<file path="src/hw/rtl/assert_macros.svh">
// Assertion macros used by the top-level RTL file.
// No dependencies.
`ifndef ASSERT_MACROS_SVH
`define ASSERT_MACROS_SVH
// Check an implication on every clock edge outside reset.
`define ASSERT_IMPL(label, clk, rst_n, ante, cons) \
    label: assert property (@(posedge clk) disable iff (!rst_n) (ante) |-> (cons)) \
        else $error("assertion failed");
// Check an implication whose consequent holds in the cycle after the antecedent, outside reset.
`define ASSERT_NEXT(label, clk, rst_n, ante, cons) \
    label: assert property (@(posedge clk) disable iff (!rst_n) (ante) |=> (cons)) \
        else $error("assertion failed");
`endif

</file>
<file path="src/hw/rtl/ipbn_div_cell.sv">
// One restoring-division step for both axes; shifts a quotient bit in.
// Depends on ipbn_pkg.
`default_nettype none
module ipbn_div_cell #(
    parameter int MW = 53,
    parameter int QW = 15
) (
    input  wire logic           clk,
    input  wire logic           rst_n,
    input  wire logic           adv,
    input  wire logic           in_vld,
    input  wire logic [MW-1:0]  den_in,
    input  wire logic [MW-1:0]  ma_in,
    input  wire logic [MW-1:0]  mb_in,
    input  wire logic [QW-1:0]  qa_in,
    input  wire logic [QW-1:0]  qb_in,
    input  wire logic [2:0]     flg_in,
    output logic                out_vld,
    output logic [MW-1:0]       den_out,
    output logic [MW-1:0]       ma_out,
    output logic [MW-1:0]       mb_out,
    output logic [QW-1:0]       qa_out,
    output logic [QW-1:0]       qb_out,
    output logic [2:0]          flg_out
);
    logic [MW:0] sa, sb;
    logic        ba, bb;

    // Trial subtract the shifted remainder
    always_comb
    begin
        sa = {ma_in, 1'b0};
        sb = {mb_in, 1'b0};
        ba = sa >= {1'b0, den_in};
        bb = sb >= {1'b0, den_in};
    end

    always_ff @(posedge clk or negedge rst_n)
    begin
        if (!rst_n)
            out_vld <= 1'b0;
        else if (adv)
            out_vld <= in_vld;
    end

    always_ff @(posedge clk)
    begin
        if (adv)
        begin
            den_out <= den_in;
            ma_out  <= ba ? MW'(sa - {1'b0, den_in}) : sa[MW-1:0];
            mb_out  <= bb ? MW'(sb - {1'b0, den_in}) : sb[MW-1:0];
            qa_out  <= {qa_in[QW-2:0], ba};
            qb_out  <= {qb_in[QW-2:0], bb};
            flg_out <= flg_in;
        end
    end
endmodule
`default_nettype wire

</file>
<file path="config.mk">
export PLATFORM = sky130hd
export DESIGN_NAME = ipbn_div_cell
export DESIGN_NICKNAME = d
export VERILOG_FILES = /design/src/hw/rtl/assert_macros.svh /design/src/hw/rtl/ipbn_div_cell.sv
export SDC_FILE = /design/constraint.sdc
export NUM_CORES = 1
export LEC_CHECK = 0
export BUFFER_PORTS_ARGS = -buffer_cell sky130_fd_sc_hd__buf_2
export CAP_MARGIN = 5
export CORE_MARGIN = 2
export CORE_UTILIZATION = 54
export CTS_CLUSTER_SIZE = 12
export DETAILED_ROUTE_END_ITERATION = 8
export PLACE_DENSITY = 0.91
export SLEW_MARGIN = 20
export SYNTH_ARGS = -nofsm -noshare
export SYNTH_HDL_FRONTEND = slang
export SYNTH_SLANG_ARGS = --single-unit
</file>
<file path="constraint.sdc">
create_clock -name clk -period 1.05 [get_ports clk]
set_clock_uncertainty 0.05 [all_clocks]
set_input_delay 0.21 -clock clk [delete_from_list [all_inputs] [get_ports clk]]
set_output_delay 0.21 -clock clk [all_outputs]
set_load 0.005 [all_outputs]
</file>
==> flow_summary.toml, run 1 <==
[outcome]
status = "stopped before the end"
stop_stage = "global routing (5_1_grt)"
error = "[ERROR GRT-0116] Global routing finished with congestion. Check the congestion regions in the DRC Viewer."

[die]
fp.dieW_um = 164
row_count = 58
die_y_um = 164
io_pins = 389
initial_core_util_pct = 55.0

[placed_design]
placedInstanceArea_um2 = 19900
dp_hpwl_um = 42500
gp_congestion = 1.00
pre_cts_ws_ps = -2350
io_buffers = 386

[cts]
cts_buffers = 17
cts_max_path_buffers = 2
clock-sinks = 193
cts_max_level = 4
cts_root_buf = "clkbuf_16"

[yosys]
synth_ff_type = "edfxtp_1"
synth.cell_area_um2 = 13800
yosysSeqAreaShare_pct = 41.9
synth_area_per_cell_um2 = 9.53
yosys_register_bits = 193
synthCells = 1448
synth_nets = 1752
synth_cell_types = 78
synth_edf_count = 192
yosys_warnings = 0
synthArstFlopShare_pct = 0.518

[global_routing]
grt_pass1_vias = 24200
grt_pass1_wl_um = 168000
grt_max_degree = 58
grt_usage_pct = 82.8
grt-ovfl-total = 295
## routing by layer
| metal | overflow | track usage (%) |
|---|---|---|
| met1 | 4 | 80.4 |
| met2 | 173 | 97.2 |
| met5 | 0 | 36.6 |
| met3 | 8 | 72.8 |
| met4 | 110 | 83.8 |
## Yosys cell counts (all sizes together) (31+ instances only)
master  count  area (µm²)
nor2      112         420
nand3      34         170
o21ai     103         515
xnor2      59         517
a21o       55         413
ha        106        1330
edfxtp    192        5770
inv        83         314
a21oi     166         943
o21bai     31         233
nand2     158         593
## cells by family after synthesis
family / after synthesis / synth area share (%)
buffers and inverters: 139 / 4.28
AOI/OAI and AO/OA: 467 / 22.1
adders and majority gates: 108 / 9.90
and+or+nand+nor: 440 / 14.9
xor gates and xnor gates: 87 / 5.52
muxes: 14 / 1.30
DFF: 193 / 41.9
## per-stage QoR
| stage | setup TNS [ps] | hold slack (ps) | utilization (%) | instances |
|---|---|---|---|---|
| 4_1_cts | -184440 | 1.75 | 94.6 | 2766 |
| 3_3_place_gp | -215850 | -62.7 | 79.3 | 2580 |
| 3_5_place_dp | -231300 | -60.4 | 79.3 | 2580 |
| 2_1_floorplan | -159560 | -136 | - | 1448 |
## what timing repair did
action | CTS
gates cloned | 15
resized for setup | 411
buffers inserted | 59
pin swaps | 114
endpoints found under the hold margin | 84
hold buffers | 84
setup endpoints to repair | 301
==> inputs of run 2 (changes only) <==
CORE_UTILIZATION = 40   (was 54)
CTS_CLUSTER_SIZE = default   (was 12)
PLACE_DENSITY = default   (was 0.91)
PLACE_DENSITY_LB_ADDON = 0.15   (was default)
==> run 2 against run 1 <==
The flow now finishes, with violations (setup timing). Synthesized cell count stayed put. Area after synthesis stayed put.
==> flow_summary.toml, run 2 <==
[yosys]
post-synth-top-count-cell = "edfxtp_1"
synth_edf_count = 192
synth_ff_type = "edfxtp_1"
synth_nets = 1752
synthCells = 1448
yosys-top-cells-area = "edfxtp_1 (42%), ha_1 (9.6%), a21oi_1 (4.9%)"
synthArstFlopShare_pct = 0.518
synth.largest_area_cell = "edfxtp_1"
yosysSeqAreaShare_pct = 41.9
yosys_warnings = 0
synth_common_cells = "edfxtp_1 (192), nand2_1 (158), a21oi_1 (136), nor2_1 (112), ha_1 (106)"
synth_area_per_cell_um2 = 9.53
synth_cell_types = 78
yosys_register_bits = 193
synth_top_area_share_pct = 41.8
synth.cell_area_um2 = 13800

[critical_path]
crit_start = "den_in[15]"
regToRegSetupSlack_ps = 250
cp_max_fo = 7
worstSetupEndpointType = "flip-flop"
crit_end = "ma_out[50]"
cp_cell_sequence = "buf_8, inv_4, buf_6, ha_4, buf_6, nand2_4, or3_4, a41oi_2, buf_4, nand3b_1, a21oi_4, nor3_4, buf_12, buf_12, buf_8, buf_16, nand2_2, o211ai_1"
worst_setup_path_start_kind = "input pin"
timing.rr.start = "out_vld"
max_stage_delay_ps = 400
worstSetupPathType = "input pin to flip-flop"
worstPathRequired_ps = 1210
cp_slowest_cell = "or3_4"
rr_worst_depth = 1
r2r_end = "out_vld"
arrival_ps = 2720

[power_and_ir_drop]
power_leakage_nw = 11.1
p_per_area_nw_per_um2 = 1180
ir_worst_vdd_v = 0.00126

[layout]
finalNonFillerCells = 2950
reg_top3 = "den_out x53, ma_out x53, mb_out x53"
layout-area-overhead-vs-synth_pct = 82.2
utilization_pct = 73.4
nets = 2782
drive_above_1_share_pct = 56.2
mostFrequentLayoutCell = "buf_4"
mostFrequentLayoutCells = "buf_4 (509), buf_2 (368), edfxtp_1 (192), nand2_1 (121), a21oi_1 (102)"
nFillCells = 2469

[placed_design]
pre_cts_ws_ps = -2250
gp_congestion = 0.909
dp.cells = 2751
dp_hpwl_um = 41300
io_buffers = 386

[routing]
drt_iter0_drc = 796
final_antenna_net_count = 0
drt-total-wl_um = 57000
first_pass_iters = 5
routed_via_density = 5.26
drcViolationCount = 0
routedWlPerCell_um = 19.3
via_count = 15500

[timing]
finalMaxSlewViolations = 0
maxSlewHeadroom_pct = 68.0
post-route-period-util_pct = 244
setup_viol = 301
rsz0062_at_grt = "true"
fmax_ghz = 0.391
fin_tns_setup_ps = -184910
final.setup.worst_slack_ps = -1510
period_minus_slack_ps = 2560
worst_slew_pin_slew_ps = 475
hold_viol_final = 0

[global_routing]
grt-ovfl-total = 0
grt_max_degree = 23
grt_pass1_vias = 15800
antenna_found_initial = 5
grt_pass1_wl_um = 84800
grt_usage_pct = 30.8

[cts]
cts_root_buf = "clkbuf_16"
cts_max_level = 4
cts.clk_slew.worst_paths_ps = 80
cts_buffers = 17
clk_latency_ps = 460
cts_tree = "built"
cts_max_path_buffers = 2
clock-sinks = 193

[die]
initial_core_util_pct = 40.3
die_y_um = 190
die_area_um2 = 36000
core-area_um2 = 34300
io_pins = 389
row_count = 68
fp.dieW_um = 190

[outcome]
status = "finished, violations left"
violations = "setup timing"

[flow_run]
drv_cap = 0

[min_path]
hold_path_class = "input pin to flip-flop"
[run 2: timing repair]
item | CTS | global route
hold buffers | 96 | 0
gates cloned | 19 | 3
pin swaps | 102 | 81
gates resized for setup | 408 | 138
endpoints found under the hold margin | 95 | 0
setup endpoints to repair | 301 | 301
setup buffers | 39 | 15
[run 2: metal layers]
metal  global-route usage [%]  routed length, µm  part of all wire, %  vias to the layer above
met5                        0                 13                0.023                        -
met4                     12.6               2150                  3.8                        2
met3                     5.40               3370                  5.9                      111
met2                     52.5              27500                   48                      588
met1                     38.6              24000                   42                     7363
li1                         -                  -                    -                     7445
[run 2: worst min-delay path by stage]
stage | slack [ps] | cells after the start | to | start
finish | 3 | 3 | ma_out[39] | ma_in[38]
detailed placement | -60 | 1 | out_vld | rst_n
global placement | -70 | 1 | out_vld | rst_n
CTS | 2 | 3 | ma_out[21] | ma_in[20]
floorplan | -140 | 0 | out_vld | rst_n
global route | 5 | 3 | ma_out[39] | ma_in[38]
[run 2: critical path, delay by kind of cell]
kind / cells / cell delay, ps
buffers and inverters: 9 / 1040
AND/OR/NAND/NOR: 5 / 710
AO/OA/AOI/OAI: 3 / 470
adder cells (fa/ha/maj): 1 / 270
[run 2: cell families after synthesis]
| logic type | after synthesis | synth area share, % |
|---|---|---|
| AO/OA/AOI/OAI | 467 | 22.1 |
| XOR/XNOR | 87 | 5.52 |
| adder cells (fa/ha/maj) | 108 | 9.90 |
| buffers and inverters | 139 | 4.28 |
| flip-flops | 193 | 41.9 |
| multiplexers | 14 | 1.30 |
| AND/OR/NAND/NOR | 440 | 14.9 |
[run 2: power breakdown]
group / internal, mW / switching (mW)
logic: 6.73 / 6.25
clock network: 3.35 / 3.39
registers: 9.70 / 0.323
total: 19.8 / 9.96
[run 2: layout make-up]
| class | instances | area [µm²] | share of cell area (%) |
|---|---|---|---|
| Clock inverter | 15 | 154 | 0.612 |
| Inverter | 83 | 365 | 1.45 |
| Timing Repair Buffer | 1062 | 8070 | 32.1 |
| Antenna cell | 4 | 10.0 | 0.0398 |
| Clock buffer | 17 | 425 | 1.69 |
| Sequential cell | 193 | 5790 | 23.0 |
| Timing Repair inverter | 5 | 70.1 | 0.279 |
| Multi-Input combinational cell | 1116 | 9700 | 38.6 |
| Tap cell | 455 | 569 | 2.26 |
[run 2: metrics by stage]
| step | cell area, µm² | hold slack, ps | power [mW] |
|---|---|---|---|
| after global routing | 25200 | 5.29 | 31.1 |
| after CTS | 24500 | 2.04 | 29.0 |
| after detailed placement | 20500 | -61.1 | 20.1 |
| final | 25200 | 2.53 | 29.7 |
| after floorplan | 14300 | -136 | 15.0 |
| after global placement | 20500 | -65.9 | 20.0 |
No activity file was read; power rests on OpenSTA's default activity.
