==> src/hw/rtl/assert_macros.svh <==
// Assertion macros used by the top-level RTL file.
// No dependencies.
`ifndef ASSERT_MACROS_SVH
`define ASSERT_MACROS_SVH
// Check an implication on every clock edge outside reset.
`define ASSERT_IMPL(label, clk, rst_n, ante, cons) \
    label: assert property (@(posedge clk) disable iff (!rst_n) (ante) |-> (cons)) \
        else $error("assertion failed");
// Check an implication whose consequent holds in the cycle after the antecedent, outside reset.
`define ASSERT_NEXT(label, clk, rst_n, ante, cons) \
    label: assert property (@(posedge clk) disable iff (!rst_n) (ante) |=> (cons)) \
        else $error("assertion failed");
`endif

==> src/hw/rtl/ipbn_pkg.sv <==
// Package for the inverse Park bus-normalized core: widths, CORDIC angle table.
// No dependencies.
`default_nettype none
package ipbn_pkg;
    localparam int GUARD_BITS   = 16;
    localparam int CORDIC_STEPS = 24;
    localparam int DW           = 52;   // CORDIC datapath width
    localparam logic [31:0] GAIN_Q30 = 32'd652032874;

    // Arctangent of 2^-i as a fraction of a full turn (2^32).
    function automatic logic [31:0] atan_turn(input int i);
        logic [31:0] t;
        begin
            case (i)
                0: t = 32'h20000000;  1: t = 32'h12E4051E;  2: t = 32'h09FB385B;
                3: t = 32'h051111D4;  4: t = 32'h028B0D43;  5: t = 32'h0145D7E1;
                6: t = 32'h00A2F61E;  7: t = 32'h00517C55;  8: t = 32'h0028BE53;
                9: t = 32'h00145F2F; 10: t = 32'h000A2F98; 11: t = 32'h000517CC;
                12: t = 32'h00028BE6; 13: t = 32'h000145F3; 14: t = 32'h0000A2FA;
                15: t = 32'h0000517D; 16: t = 32'h000028BE; 17: t = 32'h0000145F;
                18: t = 32'h00000A30; 19: t = 32'h00000518; 20: t = 32'h0000028C;
                21: t = 32'h00000146; 22: t = 32'h000000A3; 23: t = 32'h00000051;
                default: t = 32'h0;
            endcase
            return t;
        end
    endfunction
endpackage
`default_nettype wire

==> src/hw/rtl/ipbn_cordic_cell.sv <==
// One CORDIC rotation step; registered x, y, z and side data.
// Depends on ipbn_pkg.
`default_nettype none
module ipbn_cordic_cell #(
    parameter int STEP = 0,
    parameter int SW   = 49
) (
    input  wire logic                          clk,
    input  wire logic                          rst_n,
    input  wire logic                          adv,
    input  wire logic                          in_vld,
    input  wire logic signed [ipbn_pkg::DW-1:0] x_in,
    input  wire logic signed [ipbn_pkg::DW-1:0] y_in,
    input  wire logic signed [32:0]            z_in,
    input  wire logic [SW-1:0]                 side_in,
    output logic                               out_vld,
    output logic signed [ipbn_pkg::DW-1:0]     x_out,
    output logic signed [ipbn_pkg::DW-1:0]     y_out,
    output logic signed [32:0]                 z_out,
    output logic [SW-1:0]                      side_out
);
    logic signed [ipbn_pkg::DW-1:0] x_next, y_next;
    logic signed [32:0] z_next, t;

    // Rotate toward zero residual angle
    always_comb
    begin
        t = $signed({1'b0, ipbn_pkg::atan_turn(STEP)});
        if (!z_in[32])
        begin
            x_next = x_in - (y_in >>> STEP);
            y_next = y_in + (x_in >>> STEP);
            z_next = z_in - t;
        end
        else
        begin
            x_next = x_in + (y_in >>> STEP);
            y_next = y_in - (x_in >>> STEP);
            z_next = z_in + t;
        end
    end

    // Hold valid under reset
    always_ff @(posedge clk or negedge rst_n)
    begin
        if (!rst_n)
            out_vld <= 1'b0;
        else if (adv)
            out_vld <= in_vld;
    end

    // Advance payload
    always_ff @(posedge clk)
    begin
        if (adv)
        begin
            x_out    <= x_next;
            y_out    <= y_next;
            z_out    <= z_next;
            side_out <= side_in;
        end
    end
endmodule
`default_nettype wire

==> config.mk <==
export PLATFORM = sky130hd
export DESIGN_NAME = ipbn_cordic_cell
export DESIGN_NICKNAME = d
export VERILOG_FILES = /design/src/hw/rtl/assert_macros.svh /design/src/hw/rtl/ipbn_pkg.sv /design/src/hw/rtl/ipbn_cordic_cell.sv
export SDC_FILE = /design/constraint.sdc
export NUM_CORES = 1
export LEC_CHECK = 0
export BUFFER_PORTS_ARGS = -buffer_cell sky130_fd_sc_hd__buf_2
export CAP_MARGIN = 20
export CORE_MARGIN = 4
export CORE_UTILIZATION = 37
export DETAILED_ROUTE_END_ITERATION = 12
export PLACE_DENSITY_LB_ADDON = 0.15
export SYNTH_ARGS = -nofsm -noshare
export SYNTH_HDL_FRONTEND = slang
export SYNTH_SLANG_ARGS = --single-unit
==> constraint.sdc <==
create_clock -name clk -period 1 [get_ports clk]
set_clock_uncertainty 0.1 [all_clocks]
set_input_delay 0.2 -clock clk [delete_from_list [all_inputs] [get_ports clk]]
set_output_delay 0.2 -clock clk [all_outputs]
set_load 0.02 [all_outputs]
# Yosys cells after proc, flatten, opt, wreduce, memory -nomap -nowiden
# Index checks and enable logic that the tools add are counted.
# classes
addsub	5
n_mul	0
div_mod_pow	0
magnitude_cmp	0
eq_ne	0
n_shift	0
n_mux	3
bitwise_logic	0
reduce_logical	0
# ops
cell	n
$mux W52	2
$sub A52 B52 Y52	2
$add A52 B52 Y52	1
$add A33 B31 Y33 const B	1
$mux W33	1
$sub A33 B31 Y33 const B	1
# totals
reg_bits	187
latchBits	0
ramBits	0
mem_bits_ro	0
out_inout_bits	187
wordCells	13
n_memories	0

# Longest topological paths before layout
# logic_depth
depth_word	2
mapped_depth	14

# Worst setup path before layout
# No wires, ideal clock.
# synth_path
path_kind	input-to-reg
start	input port x_in[0] (netlist name)
end	register x_out[46] (netlist name) (data pin)
setup_ns	0.261
arrival_ns	2.627
required_time_ns	0.639
setup_slack_ns	-1.988
cell_stages	13
n_path_buf	0
path_cell_list	inv_1 > ha_1 > fa_1 > and4b_1 > a2111oi_0 > o2111a_1 > nor2_1 > a31oi_1 > or3_1 > a31oi_1 > o21ai_0 > a2bb2oi_1 > xnor2_1
# synth_via
elab_chain_cells	2
elab_cells_between_ends	3
cone_classes	add/sub: 2; mux: 1
# synth_lines
item	line_no	source
start: declaration	ipbn_cordic_cell.sv:12	input wire logic signed [ipbn_pkg::DW-1:0] x_in,
$sub A52 B52 Y52 / $add A52 B52 Y52 (equally long branches)	ipbn_cordic_cell.sv:31, ipbn_cordic_cell.sv:37	
$mux W52 *	ipbn_cordic_cell.sv:29	if (!z_in[32])
net x_next (one bit)	ipbn_cordic_cell.sv:22	logic signed [ipbn_pkg::DW-1:0] x_next, y_next;
end signal: assignment	ipbn_cordic_cell.sv:57	x_out <= x_next;
end: declaration	ipbn_cordic_cell.sv:17	output logic signed [ipbn_pkg::DW-1:0] x_out,
# The timed path passes the listed nets; every way through them passes the cells marked *.
# A chain may end at the register's enable or synchronous reset.

# Worst setup path after layout
# layout_path
start	input port x_in[16] (netlist name)
end	register y_out[47] (netlist name) (data pin)
# layout_via
elab_chain_cells	2
elab_cells_between_ends	3
cone_classes	add/sub: 2; mux: 1
# layout_lines
item	line_no	source
$add A52 B52 Y52 / $sub A52 B52 Y52 (equally long branches)	ipbn_cordic_cell.sv:32, ipbn_cordic_cell.sv:38	
$mux W52 *	ipbn_cordic_cell.sv:29	
net y_next (one bit)	ipbn_cordic_cell.sv:22	
end signal: assignment	ipbn_cordic_cell.sv:58	y_out <= y_next;
end: declaration	ipbn_cordic_cell.sv:18	output logic signed [ipbn_pkg::DW-1:0] y_out,
# Marks and branches as above.

==> results.yml <==
status:
  status: "finished with violations"
  violations: "setup timing"
logic_synthesis:
  synthFlopType: "edfxtp_1"
  ys_ff_latch: 186
  synth_cell_types: 79
  synth_fp_nets: 2085
  yosysTopAreaCell: "edfxtp_1"
  synthCells: 1721
  ys_seq_area_share_pct: 36.2
  synth_area_um2: 15400
  syn_avg_cell_area_um2: 8.96
  synth_area_leaders: "edfxtp_1 (36%), ha_1 (14%), a21oi_1 (7.5%)"
  async_flop_share_pct: 0.538
  yosys_warnings: 0
  synth-edff-count: 185
  synth_top_area_share_pct: 36.0
floorplanning:
  ios: 377
  rows: 74
  fp.coreArea_um2: 41000
  dieArea_um2: 45000
  die-height_um: 212
  die_x_um: 212
  initial_core_util_pct: 37.6
clocking:
  cts_sinks: 186
  cts_buffer_depth: 2
  cts-root-buf: "clkbuf_16"
  clk_pin_slew_worst_paths_ns: 0.08
  cts_tree: "built"
  cts_made_buffers: 17
  clock_latency_ns: 0.50
  htreeDepth: 4
pwr:
  p_sw_share_pct: 38.3
  powerDensity_nw_per_um2: 1230
  seqPwrFrac_pct: 29.5
  p_int_mw: 22.0
  p_comb_share_pct: 50.0
  p_switching_mw: 13.7
  ir_drop_mv: 1.34
  power.leakage_nw: 13.0
  clock_power_share_pct: 20.5
setup_path:
  slowest_stage: "a21oi_1"
  path_class: "in2reg"
  cp-end-kind: "flip-flop"
  critPathArrivalTime_ns: 2.90
  cp.required_ns: 1.15
  crit_fanout: 4
  crit_chain: "buf_6 -> inv_6 -> ha_4 -> buf_4 -> a21oi_1 -> o211ai_1 -> a21oi_1 -> a211oi_2 -> o31a_1 -> o21ai_4 -> o211ai_1 -> a21boi_2 -> o22ai_2 -> xnor2_1"
  crit_start: "x_in[16]"
  start_kind: "input pin"
  r2r-start: "out_vld$_DFFE_PN0P_"
  cp-endpoint: "y_out[47]$_DFFE_PP_"
  reg2reg_to: "out_vld$_DFFE_PN0P_"
  rr_worst_depth: 2
  r2r_setup_slack_ns: -0.02
  critPathMaxStageDelay_ns: 0.38
cells_and_area:
  drive_gt1_share_pct: 54.0
  post-route-util_pct: 70.5
  nFillCells: 3071
  final_cell_mix: "buf_4 (665), buf_6 (236), buf_2 (203)"
  final_common_cell: "buf_4"
  multi_input_area_um2: 11500
  seqCellArea_um2: 5580
  syn2layout_area_growth_pct: 87.7
  fin_nets: 3235
sta:
  fin_crit_sh_pct: 275
  drv_slew: 0
  rsz0062_at_grt: "yes"
  finalWorstSetupSlack_ns: -1.75
  max_freq_mhz: 363
  fin_setup_tns_ns: -204.16
  setup_violations: 291
  relSlewSlack_pct: 44.3
  tightest_slew_ns: 0.827
  finalHoldViolations: 0
  fin_crit_ns: 2.75
route:
  wl_mm: 74.9
  dr_total_vias: 18400
  firstDrtPassIters: 6
  viasPerCell: 5.38
  drcViolationCount: 0
  drtIter0Drc: 1560
  drtAntennaViolNets: 0
  avgRoutedWirePerCell_um: 21.9
placement:
  portBuffers: 376
  hpwlAfterDp_mm: 56.8
  gp_congestion: 1.03
grt:
  globalRouteOverflowTotal: 0
  grt_start_max_net_pins: 39
  grt_pass1_vias: 18500
  grt_usage_pct: 30.9
  grt_antenna_before_repair: 3
  grt_pass1_wl_mm: 107
worst_hold_path:
  min_path_type: "in2reg"
flow_run:
  drv_cap: 0
flip-flops by register name, indices dropped and copies added (netlist names):
signal    flops
out_vld       1
x_out        52
z_out        33
side_out     49
y_out        51
stage by stage:
stage / power, mW / hold slack (ns) / cell area, um^2 / std cells / worst slack, ns
5_1_grt: 37.1 / 0.0294 / 28900 / 3418 / -1.77
6_report: 35.7 / 0.0280 / 28900 / 3418 / -1.75
4_1_cts: 33.9 / -0.0000477 / 27400 / 3384 / -1.69
2_1_floorplan: 17.0 / -0.196 / 16100 / 1721 / -1.77
3_3_place_gp: 24.0 / -0.124 / 23500 / 3229 / -2.45
3_5_place_dp: 24.2 / -0.125 / 23500 / 3229 / -2.52
worst min path at each step:
| stage | depth (start not counted) | endpoint | from |
|---|---|---|---|
| after detailed placement | 1 | out_vld$_DFFE_PN0P_ | rst_n |
| after global routing | 3 | z_out[29]$_DFFE_PP_ | z_in[29] |
| after global placement | 1 | out_vld$_DFFE_PN0P_ | rst_n |
| after CTS | 3 | z_out[32]$_DFFE_PP_ | z_in[31] |
| after floorplan | 0 | out_vld$_DFFE_PN0P_ | rst_n |
| final | 2 | x_out[21]$_DFFE_PP_ | adv |
kinds of logic after synthesis:
logic type	share of synthesized area, %
AOI/OAI and AO/OA	24.6
adders and majority gates	14.3
and+or+nand+nor	11.5
DFF	36.2
xor gates and xnor gates	5.79
buffers and inverters	6.30
muxes	1.31
synthesized netlist by cell type, drive strengths merged (5+ instances only):
| master | number |
|---|---|
| a31oi | 16 |
| or3 | 6 |
| a2111oi | 8 |
| inv | 169 |
| a221oi | 5 |
| o21a | 20 |
| nand4 | 25 |
| clkbuf | 43 |
| nor2 | 127 |
| and3 | 6 |
| buf | 33 |
| xnor2 | 94 |
| nor3 | 25 |
| a211o | 10 |
| ha | 170 |
| or2 | 5 |
| nand2 | 101 |
| nand3 | 17 |
| nor4 | 22 |
| o31ai | 15 |
| o31a | 10 |
| nand2b | 13 |
| a21o | 28 |
| o21bai | 42 |
| edfxtp | 185 |
| a211oi | 16 |
| a41oi | 5 |
| xor2 | 8 |
| nor2b | 15 |
| mux2i | 19 |
| and2 | 9 |
| a31o | 6 |
| o21ai | 142 |
| a21oi | 230 |
| o211ai | 13 |
| a21boi | 8 |
critical path: cells and delay by family:
kind / cells / cell delay [ns]
AO/OA/AOI/OAI: 9 / 2.08
buffers and inverters: 3 / 0.26
adder cells (fa/ha/maj): 1 / 0.24
XOR/XNOR: 1 / 0.11
final cells by class:
| cell class | count | area share, % |
|---|---|---|
| sequential | 186 | 19.3 |
| antenna | 2 | 0.0173 |
| clock inverter | 15 | 0.662 |
| multi-input combinational | 1286 | 39.6 |
| timing repair buffer | 1207 | 34.1 |
| tap | 532 | 2.30 |
| clock buffer | 17 | 1.47 |
| inverter | 173 | 2.52 |
what timing repair did:
action / 4_1_cts / 5_1_grt
setup buffers: 59 / 41
pin swaps: 184 / 140
endpoints found under the hold margin: 81 / 0
endpoints found under the setup margin: 291 / 292
cloned: 0 / 0
gates resized for setup: 514 / 337
hold buffers: 81 / 0
power by group through the flow:
stage                     clock network, mW  registers (mW)  logic [mW]
final                                  7.32            10.5        17.8
after CTS                              7.40            10.4        16.1
after global placement                    0            10.4        13.6
after floorplan                           0            11.7        5.31
after global routing                   7.74            10.6        18.7
after detailed placement                  0            10.5        13.7
routing by layer:
layer	global-route usage, %	routed length, um	vias up	share of wire [%]
met2	51.8	35900	788	48
met4	12.8	3340	2	4.5
met1	39.3	30500	8896	41
li1	-	-	8519	-
met5	0	13	-	0.017
met3	5.52	5180	193	6.9
Power figures use the tool's default switching activity.
